[src/rtl/core/vp8pk_pkg.sv]
// ----------------------------------------------------------------------------
// VP8 RTP payload packetizer package
// Request types, register indexes and descriptor constants shared by the
// packetizer RTL.
// ----------------------------------------------------------------------------
`default_nettype none

package vp8pk_pkg;

  localparam int unsigned MaxPktW  = 14;
  localparam int unsigned PicIdW   = 15;
  localparam int unsigned CfgDataW = 15;

  // Configuration register indexes.
  localparam logic CFG_MAX_PKT_SIZE = 1'b0;
  localparam logic CFG_PIC_ID_SEED  = 1'b1;

  localparam logic [MaxPktW-1:0] MAX_PKT_SIZE_RST = 14'd1300;
  localparam logic [PicIdW-1:0]  PIC_ID_RST       = 15'd0;

  // Descriptor bytes.
  localparam logic [7:0] DESC_X_START = 8'h90;
  localparam logic [7:0] DESC_X_CONT  = 8'h80;
  localparam logic [7:0] DESC_I       = 8'h80;
  localparam logic [PicIdW-1:0] PIC_ID_SHORT_LIMIT = 15'd128;

  // Descriptor byte positions.
  localparam logic [1:0] HDR_BYTE0  = 2'd0;
  localparam logic [1:0] HDR_BYTE1  = 2'd1;
  localparam logic [1:0] HDR_PID_HI = 2'd2;
  localparam logic [1:0] HDR_PID_LO = 2'd3;

  typedef struct packed {
    logic [7:0] data_byte;
    logic       frame_end;
  } in_item_t;

  typedef struct packed {
    logic [7:0] out_byte;
    logic       is_header;
    logic       packet_end;
    logic       frame_done;
    logic       run_last;
  } out_item_t;

endpackage

`default_nettype wire

[src/rtl/core/vp8_rtp_payload_packetizer.sv]
// ----------------------------------------------------------------------------
// VP8 RTP payload packetizer
// Cuts a byte stream of encoded VP8 frames into RTP payloads, each opened by
// a VP8 payload descriptor.
// ----------------------------------------------------------------------------
// Usage: the encoder offers one frame byte per request on the input channel
// (in_valid_i / in_stall_o), with frame_end set on the frame's last byte.
// The block returns one payload byte per request on the output channel
// (out_valid_o / out_stall_i), descriptor bytes flagged by is_header.
// An accepted byte sits in an input register; the byte stream then moves
// through one output register. Data bytes flow at one per cycle unless
// stalled. A byte that opens a payload waits for a descriptor of 3 bytes
// (4 when the picture id is 128 or more), since the single output register
// emits at most one byte per cycle. While the receiver stalls, the output
// register holds its request and the input register fills, after which
// in_stall_o is raised. Configuration writes (cfg_we_i) take effect at once;
// the user must do them only while the block is empty, as the block does
// not enforce it. Reset empties both registers, sets the size limit to 1300
// and the picture id to 0, and starts a new frame.
// ----------------------------------------------------------------------------
`default_nettype none

module vp8_rtp_payload_packetizer (
  input  wire                              clk_i,
  input  wire                              rst_ni,
  input  wire                              cfg_we_i,
  input  wire                              cfg_idx_i,
  input  wire  [vp8pk_pkg::CfgDataW-1:0]   cfg_wdata_i,
  input  wire                              in_valid_i,
  output logic                             in_stall_o,
  input  wire  vp8pk_pkg::in_item_t        in_data_i,
  output logic                             out_valid_o,
  input  wire                              out_stall_i,
  output vp8pk_pkg::out_item_t             out_data_o
);

  logic [vp8pk_pkg::MaxPktW-1:0] max_pkt_q;
  logic [vp8pk_pkg::PicIdW-1:0]  pic_id_q;
  logic                          first_of_frame_q;
  logic                          at_pkt_start_q;
  logic [vp8pk_pkg::MaxPktW-1:0] pay_cnt_q;
  logic [1:0]                    hdr_idx_q;

  logic                 in_vld_q;
  vp8pk_pkg::in_item_t  in_q;
  logic                 out_vld_q;
  vp8pk_pkg::out_item_t out_q;

  logic                          emit;
  logic                          data_fire;
  logic                          pid_short;
  logic [1:0]                    hdr_last_idx;
  logic [vp8pk_pkg::MaxPktW-1:0] cnt_inc;
  logic                          pend;
  logic [7:0]                    hdr_byte;
  vp8pk_pkg::out_item_t          out_d;
  logic                          in_accept;

  assign emit      = in_vld_q && (!out_vld_q || !out_stall_i);
  assign data_fire = emit && !at_pkt_start_q;
  assign in_stall_o = in_vld_q && !data_fire;
  assign in_accept  = in_valid_i && !in_stall_o;

  assign pid_short    = pic_id_q < vp8pk_pkg::PIC_ID_SHORT_LIMIT;
  assign hdr_last_idx = pid_short ? vp8pk_pkg::HDR_PID_HI : vp8pk_pkg::HDR_PID_LO;
  assign cnt_inc      = pay_cnt_q + {{(vp8pk_pkg::MaxPktW-1){1'b0}}, 1'b1};
  assign pend         = (cnt_inc >= max_pkt_q) || in_q.frame_end;

  always_comb begin
    unique case (hdr_idx_q)
      vp8pk_pkg::HDR_BYTE0: begin
        hdr_byte = first_of_frame_q ? vp8pk_pkg::DESC_X_START : vp8pk_pkg::DESC_X_CONT;
      end
      vp8pk_pkg::HDR_BYTE1: begin
        hdr_byte = vp8pk_pkg::DESC_I;
      end
      vp8pk_pkg::HDR_PID_HI: begin
        hdr_byte = pid_short ? pic_id_q[7:0] : {1'b1, pic_id_q[14:8]};
      end
      default: begin
        hdr_byte = pic_id_q[7:0];
      end
    endcase
  end

  always_comb begin
    if (at_pkt_start_q) begin
      out_d.out_byte   = hdr_byte;
      out_d.is_header  = 1'b1;
      out_d.packet_end = 1'b0;
      out_d.frame_done = 1'b0;
      out_d.run_last   = 1'b0;
    end else begin
      out_d.out_byte   = in_q.data_byte;
      out_d.is_header  = 1'b0;
      out_d.packet_end = pend;
      out_d.frame_done = in_q.frame_end;
      out_d.run_last   = 1'b1;
    end
  end

  // Packetizer state, advanced once per emitted byte; configuration writes load the size limit and picture id.
  always_ff @(posedge clk_i or negedge rst_ni) begin
    if (!rst_ni) begin
      max_pkt_q        <= vp8pk_pkg::MAX_PKT_SIZE_RST;
      pic_id_q         <= vp8pk_pkg::PIC_ID_RST;
      first_of_frame_q <= 1'b1;
      at_pkt_start_q   <= 1'b1;
      pay_cnt_q        <= '0;
      hdr_idx_q        <= vp8pk_pkg::HDR_BYTE0;
    end else begin
      if (cfg_we_i && (cfg_idx_i == vp8pk_pkg::CFG_MAX_PKT_SIZE)) begin
        max_pkt_q <= cfg_wdata_i[vp8pk_pkg::MaxPktW-1:0];
      end
      if (cfg_we_i && (cfg_idx_i == vp8pk_pkg::CFG_PIC_ID_SEED)) begin
        pic_id_q <= cfg_wdata_i[vp8pk_pkg::PicIdW-1:0];
      end else if (data_fire && in_q.frame_end) begin
        pic_id_q <= pic_id_q + {{(vp8pk_pkg::PicIdW-1){1'b0}}, 1'b1};
      end

      if (emit && at_pkt_start_q) begin
        if (hdr_idx_q == hdr_last_idx) begin
          at_pkt_start_q   <= 1'b0;
          first_of_frame_q <= 1'b0;
          hdr_idx_q        <= vp8pk_pkg::HDR_BYTE0;
          pay_cnt_q        <= {{(vp8pk_pkg::MaxPktW-2){1'b0}}, hdr_idx_q}
                              + {{(vp8pk_pkg::MaxPktW-1){1'b0}}, 1'b1};
        end else begin
          hdr_idx_q <= hdr_idx_q + 2'd1;
        end
      end else if (data_fire) begin
        if (pend) begin
          at_pkt_start_q <= 1'b1;
          pay_cnt_q      <= '0;
        end else begin
          pay_cnt_q <= cnt_inc;
        end
        if (in_q.frame_end) begin
          first_of_frame_q <= 1'b1;
        end
      end
    end
  end

  always_ff @(posedge clk_i or negedge rst_ni) begin
    if (!rst_ni) begin
      in_vld_q <= 1'b0;
    end else if (in_accept) begin
      in_vld_q <= 1'b1;
    end else if (data_fire) begin
      in_vld_q <= 1'b0;
    end
  end

  always_ff @(posedge clk_i) begin
    if (in_accept) begin
      in_q <= in_data_i;
    end
  end

  always_ff @(posedge clk_i or negedge rst_ni) begin
    if (!rst_ni) begin
      out_vld_q <= 1'b0;
    end else if (emit) begin
      out_vld_q <= 1'b1;
    end else if (!out_stall_i) begin
      out_vld_q <= 1'b0;
    end
  end

  always_ff @(posedge clk_i) begin
    if (emit) begin
      out_q <= out_d;
    end
  end

  assign out_valid_o = out_vld_q;
  assign out_data_o  = out_q;

  // Once the descriptor is out, the count already includes its bytes.
  assert property (@(posedge clk_i) disable iff (!rst_ni)
    !at_pkt_start_q |-> (pay_cnt_q >= 14'd3))
    else $error("payload count below descriptor length in data phase");

  // A byte that closes a payload makes the next byte open a new descriptor.
  assert property (@(posedge clk_i) disable iff (!rst_ni)
    (data_fire && pend) |=> (at_pkt_start_q && (hdr_idx_q == vp8pk_pkg::HDR_BYTE0)))
    else $error("payload end did not restart the descriptor");

  // The frame's last byte always closes its payload and its input's run.
  assert property (@(posedge clk_i) disable iff (!rst_ni)
    (out_vld_q && out_q.frame_done) |-> (out_q.packet_end && out_q.run_last))
    else $error("frame end byte without payload end");

endmodule

`default_nettype wire
[config.mk]
export PLATFORM = sky130hd
export DESIGN_NAME = vp8_rtp_payload_packetizer
export DESIGN_NICKNAME = d
export VERILOG_FILES = /design/src/rtl/core/vp8pk_pkg.sv /design/src/rtl/core/vp8_rtp_payload_packetizer.sv
export SDC_FILE = /design/constraint.sdc
export NUM_CORES = 1
export LEC_CHECK = 0
export ABC_AREA = 1
export BUFFER_PORTS_ARGS = -buffer_cell sky130_fd_sc_hd__buf_2
export CAP_MARGIN = 20
export CORE_ASPECT_RATIO = 0.75
export CORE_MARGIN = 4
export CORE_UTILIZATION = 55
export CTS_CLUSTER_DIAMETER = 80
export DETAILED_ROUTE_END_ITERATION = 7
export PLACE_DENSITY_LB_ADDON = 0.08
export SYNTH_ARGS = -nofsm -noshare
export SYNTH_HDL_FRONTEND = slang
export SYNTH_SLANG_ARGS = --single-unit
[constraint.sdc]
create_clock -name clk_i -period 7.15 [get_ports clk_i]
set_input_delay 2.145 -clock clk_i [delete_from_list [all_inputs] [get_ports clk_i]]
set_output_delay 2.145 -clock clk_i [all_outputs]
set_load 0.01 [all_outputs]
* Word-level counts from Yosys, hierarchy flattened
Index checks and enable logic that the tools add are counted.
Widths: inputs -> output; s select.
** Cells by class
- $add $sub $neg :: 4
- Order comparisons :: 2
- Equality and inequality tests :: 5
- Muxes and demuxes :: 23
- Bitwise operators :: 1
- Reductions and logical operators :: 24
** Operator list (number)
- $mux 14 :: 4
- $mux 15 :: 2
- $pmux 8 s3 :: 1
- $add 15x1->15 const B :: 1
- $lt 15x8->1 const B :: 1
- $add 14x1->14 const B :: 1
- $ge 14x14->1 :: 1
- $mux 1 :: 12
- $mux 12 :: 1
- $reduce_bool 2->1 :: 5
- $logic_and 1x1->1 :: 8
- $mux 8 :: 1
- $reduce_and 3->1 :: 2
- $logic_not 1->1 :: 5
- $mux 5 :: 1
- $ne 2x1->1 const B :: 2
- $add 2x1->3 const B :: 1
- $add 2x1->2 const B :: 1
- $eq 2x1->1 const B :: 1
- $eq 2x2->1 :: 1
- $eq 2x2->1 const B :: 1
- $logic_not 2->1 :: 1
- $logic_or 1x1->1 :: 2
- $mux 2 :: 1
- 2 further kinds :: 2
** Word-level totals
- Register bits after elaboration :: 70
- Word-level logic and storage cells :: 74

* Longest topological paths before layout
- Depth after elaboration :: 9
- Depth in mapped cells :: 17
- Mapped depth without buffers :: 17

* Worst setup path before layout
No wires, ideal clock.
- Kind :: input to output
- Start :: input out_stall_i
- End :: output in_stall_o
- Arrival :: 2629 ps
- Data required time :: 5005 ps
- Setup slack :: 2376 ps
- Stages :: 4
- Buffers on the path :: 0
- Path through :: nand2_1 nand2_1 nor2_1 nor2_1
** On the way
- Word-level cells in the longest chain between the ends :: 6
** RTL lines
- start, declared :: line vp8_rtp_payload_packetizer.sv:33 : input wire out_stall_i,
- $logic_not 1->1
- $logic_or 1x1->1 :: line vp8_rtp_payload_packetizer.sv:59 : assign emit = in_vld_q && (!out_vld_q || !out_stall_i);
- $logic_and 1x1->1 :: line vp8_rtp_payload_packetizer.sv:59
- $logic_and 1x1->1 :: line vp8_rtp_payload_packetizer.sv:60 : assign data_fire = emit && !at_pkt_start_q;
- $logic_not 1->1 :: line vp8_rtp_payload_packetizer.sv:61 : assign in_stall_o = in_vld_q && !data_fire;
- $logic_and 1x1->1 :: line vp8_rtp_payload_packetizer.sv:61
- end, declared :: line vp8_rtp_payload_packetizer.sv:30 : output logic in_stall_o,
No other way between the ends.

* Worst setup path in the final report
Same ends and word-level chain as after synthesis.

==> summary.txt <==
Fin. Hold Viols -> 0
dpl hpwl -> 6970 um
H-tree levels -> 3
cell area after synthesis -> 4000 sq um
critical path launch point -> out_stall_i
Post-Layout Cell Count -> 639
clk root buf -> clkbuf_8
sw power -> 498 uW
top cell type's share of synthesized area -> 0.269
synthesized net count -> 543
fin crit period -> 5.52 ns
clock buffer count from CTS -> 9
final core occ -> 0.645
crit path DAT -> 3.37 ns
IO Pins -> 44
commonest register cell after synthesis -> dfrtp_1
cells after synthesis -> 493
Final Cycle Share -> 0.771
GRT overflow -> 0
Req. time, crit path -> 5.01 ns
fraction of layout cells with a size suffix above 1 -> 0.140
core area -> 6930 sq um
Clk pwr share -> 0.235
Slew @ Worst Pin -> 0.831 ns
DRT Pass-1 Iters -> 5
Slew headroom -> 0.444
die height -> 81.8 um
logic gate share of total power -> 0.317
sequential share of the synthesized area -> 0.466
Placer Congestion -> 0.874
Area growth syn-to-layout -> 11.8%
Post-CTS Setup Inserts -> 0
Power Density -> 302 nW/um^2
final antenna-violating net count -> 0
clk_skew -> 0.0102 ns
Clock Tree Buf Depth -> 2
num rows -> 26
Max Clk Rate -> 181 MHz
unrepaired setup endpoints after global routing -> no
Via Count -> 3408
P_leak -> 0.00221 uW
Hold Startpoint -> first_of_frame_q
final net count -> 586
Filler Cell Count -> 609
Skew-Pair Late Insertion Delay -> 0.35 ns
Synth cell types -> 35
port bufs -> 43
Total GRT Usage -> 0.231
post-DR wirelength/cell -> 14.7 um
CP Launch Type -> primary input
die area -> 8710 sq um
Hold WC Path Type -> register to register
FF+latch area -> 1860 sq um
initial antenna violation count -> 0
Pins Over Slew Limit -> 0
RR Startpoint -> pay_cnt_q[0]
Pint -> 851 uW
VDD IR max -> 174 uV
area of the multi-input gates -> 1790 sq um
Synth area leaders -> dfrtp_1 27%, edfxtp_1 16%, nand2_1 12%, inv_1 6.9%, ha_1 6.3%
CTS Sinks -> 70
Inst Count DP -> 623
kind of critical path -> primary input to output port
Finish-stage setup viols -> 0
vias in the first global route -> 3114
Sw Ratio -> 0.369
CP Capture Type -> output port
FF+latch count, synth -> 70
CP max FO -> 14
Avg Synthesized Cell Area -> 8.11 sq um
first-pass GRT wire length -> 15300 um
number of diodes -> 0
Yosys warning count -> 0
asr flop ratio synth -> 0.700
Die X-Extent -> 106 um
Post-synth top cells -> 125 x nand2_1, 73 x inv_1, 46 x nor2_1, 43 x dfrtp_1, 27 x nand3_1
hold buffers post-CTS -> 0
largest net degree at the start of global routing -> 50
Reg clk slew, reported paths -> 0.07 ns
cell type with the largest total area after synthesis -> dfrtp_1
Vias/cell -> 5.33
EDFF count, synth -> 21
# Max-Cap Violations -> 0
DRT Wirelength -> 9390 um
most common cell in the synthesized netlist -> nand2_1
CTS tree -> yes
Seq pwr share -> 0.448
outcome -> completed
post_cts resized -> 0
initial DRC count -> 259
Remaining DRCs -> 0
initial core utilization -> 0.577
TNS Setup -> 0 ns
## critical path, cell delays in order
cell and delay [ns]:
buf_2 0.10, nand2_1 0.07, nand2_1 0.12, nor2_1 0.66, nor2_1 0.10, buf_2 0.18
## registers in the layout, indices dropped and copies added (netlist names)
name / cells
pay_cnt_q: 14
max_pkt_q: 14
hdr_idx_q: 2
in_vld_q: 1
in_q: 9
out_valid_o: 1
out_data_o: 12
first_of_frame_q: 1
at_pkt_start_q: 1
pic_id_q: 15
## power groups by stage
stage	sequential (uW)	combinational, uW	clock, uW
floorplan	595	309	0
global placement	607	414	0
detailed placement	608	425	0
CTS	602	426	326
global route	617	486	344
finish	605	428	317
## metal layers
layer  vias up  wire (um)  GRT usage
met5         -          0          0
met4         0         70     0.0600
met3         9        762     0.0652
met2       138       3940      0.347
met1      1577       4620      0.330
li1       1684          -          -
## kinds of logic (layout without fill, tap and decap cells)
kind of cell             count (synthesis)  count (layout)  share of synthesized area
AO/OA/AOI/OAI                           68              68                     0.0957
XOR/XNOR                                18              18                     0.0394
adder cells (fa/ha/maj)                 20              20                     0.0626
buffers and inverters                   87             135                     0.0857
flip-flops                              70              70                      0.466
AND/OR/NAND/NOR                        230             230                      0.250
## path summary, 6_finish.rpt
| check | depth (start not counted) | endpoint | slack [ns] |
|---|---|---|---|
| worst max-delay path | 6 | in_stall_o | 1.63 |
| worst min-delay path | 2 | first_of_frame_q | 0.47 |
| worst max register to register | 13 | out_data_o[2] | 4.15 |
| worst min register to register | 2 | first_of_frame_q | 0.47 |
| max in group asynchronous | 2 | max_pkt_q[6] | 4.82 |
| min in group asynchronous | 2 | pay_cnt_q[1] | 1.90 |
## stage by stage
| step | cell area [sq um] | hold WS (ns) | setup slack (ns) | total power [uW] |
|---|---|---|---|---|
| CTS | 4470 | 0.468 | 1.63 | 1350 |
| floorplan | 4000 | 0.442 | 2.38 | 904 |
| finish | 4470 | 0.468 | 1.63 | 1350 |
| global route | 4470 | 0.495 | 1.52 | 1450 |
| global placement | 4280 | 0.453 | 1.68 | 1020 |
| detailed placement | 4280 | 0.459 | 1.63 | 1030 |
## layout by cell type, fill, tap and decap left out, types with 2 or more instances in the layout
cell type    n
ha_1        20
nand2_2      4
a21oi_1     26
nor3_1       2
inv_1       73
dfstp_2      6
clkbuf_8    10
buf_2       43
o211ai_1     3
o21ai_0     20
dfrtp_1     43
xnor2_1      3
o22ai_1      2
clkbuf_1     5
inv_2        2
a21o_1       2
xor2_1      15
edfxtp_1    21
nand2_1    125
nand3_1     27
nand4_1     14
nor2_4       3
nor2_2       4
o21ai_1      7
o221ai_1     6
nor2_1      46
## area by class of cell
type	count	share of cell area
sequential	70	0.417
multi-input combinational	336	0.401
clock inverter	1	0.00672
timing repair buffer	44	0.0498
clock buffer	15	0.0350
inverter	75	0.0630
tap	98	0.0274
Power figures use the tool's default switching activity.
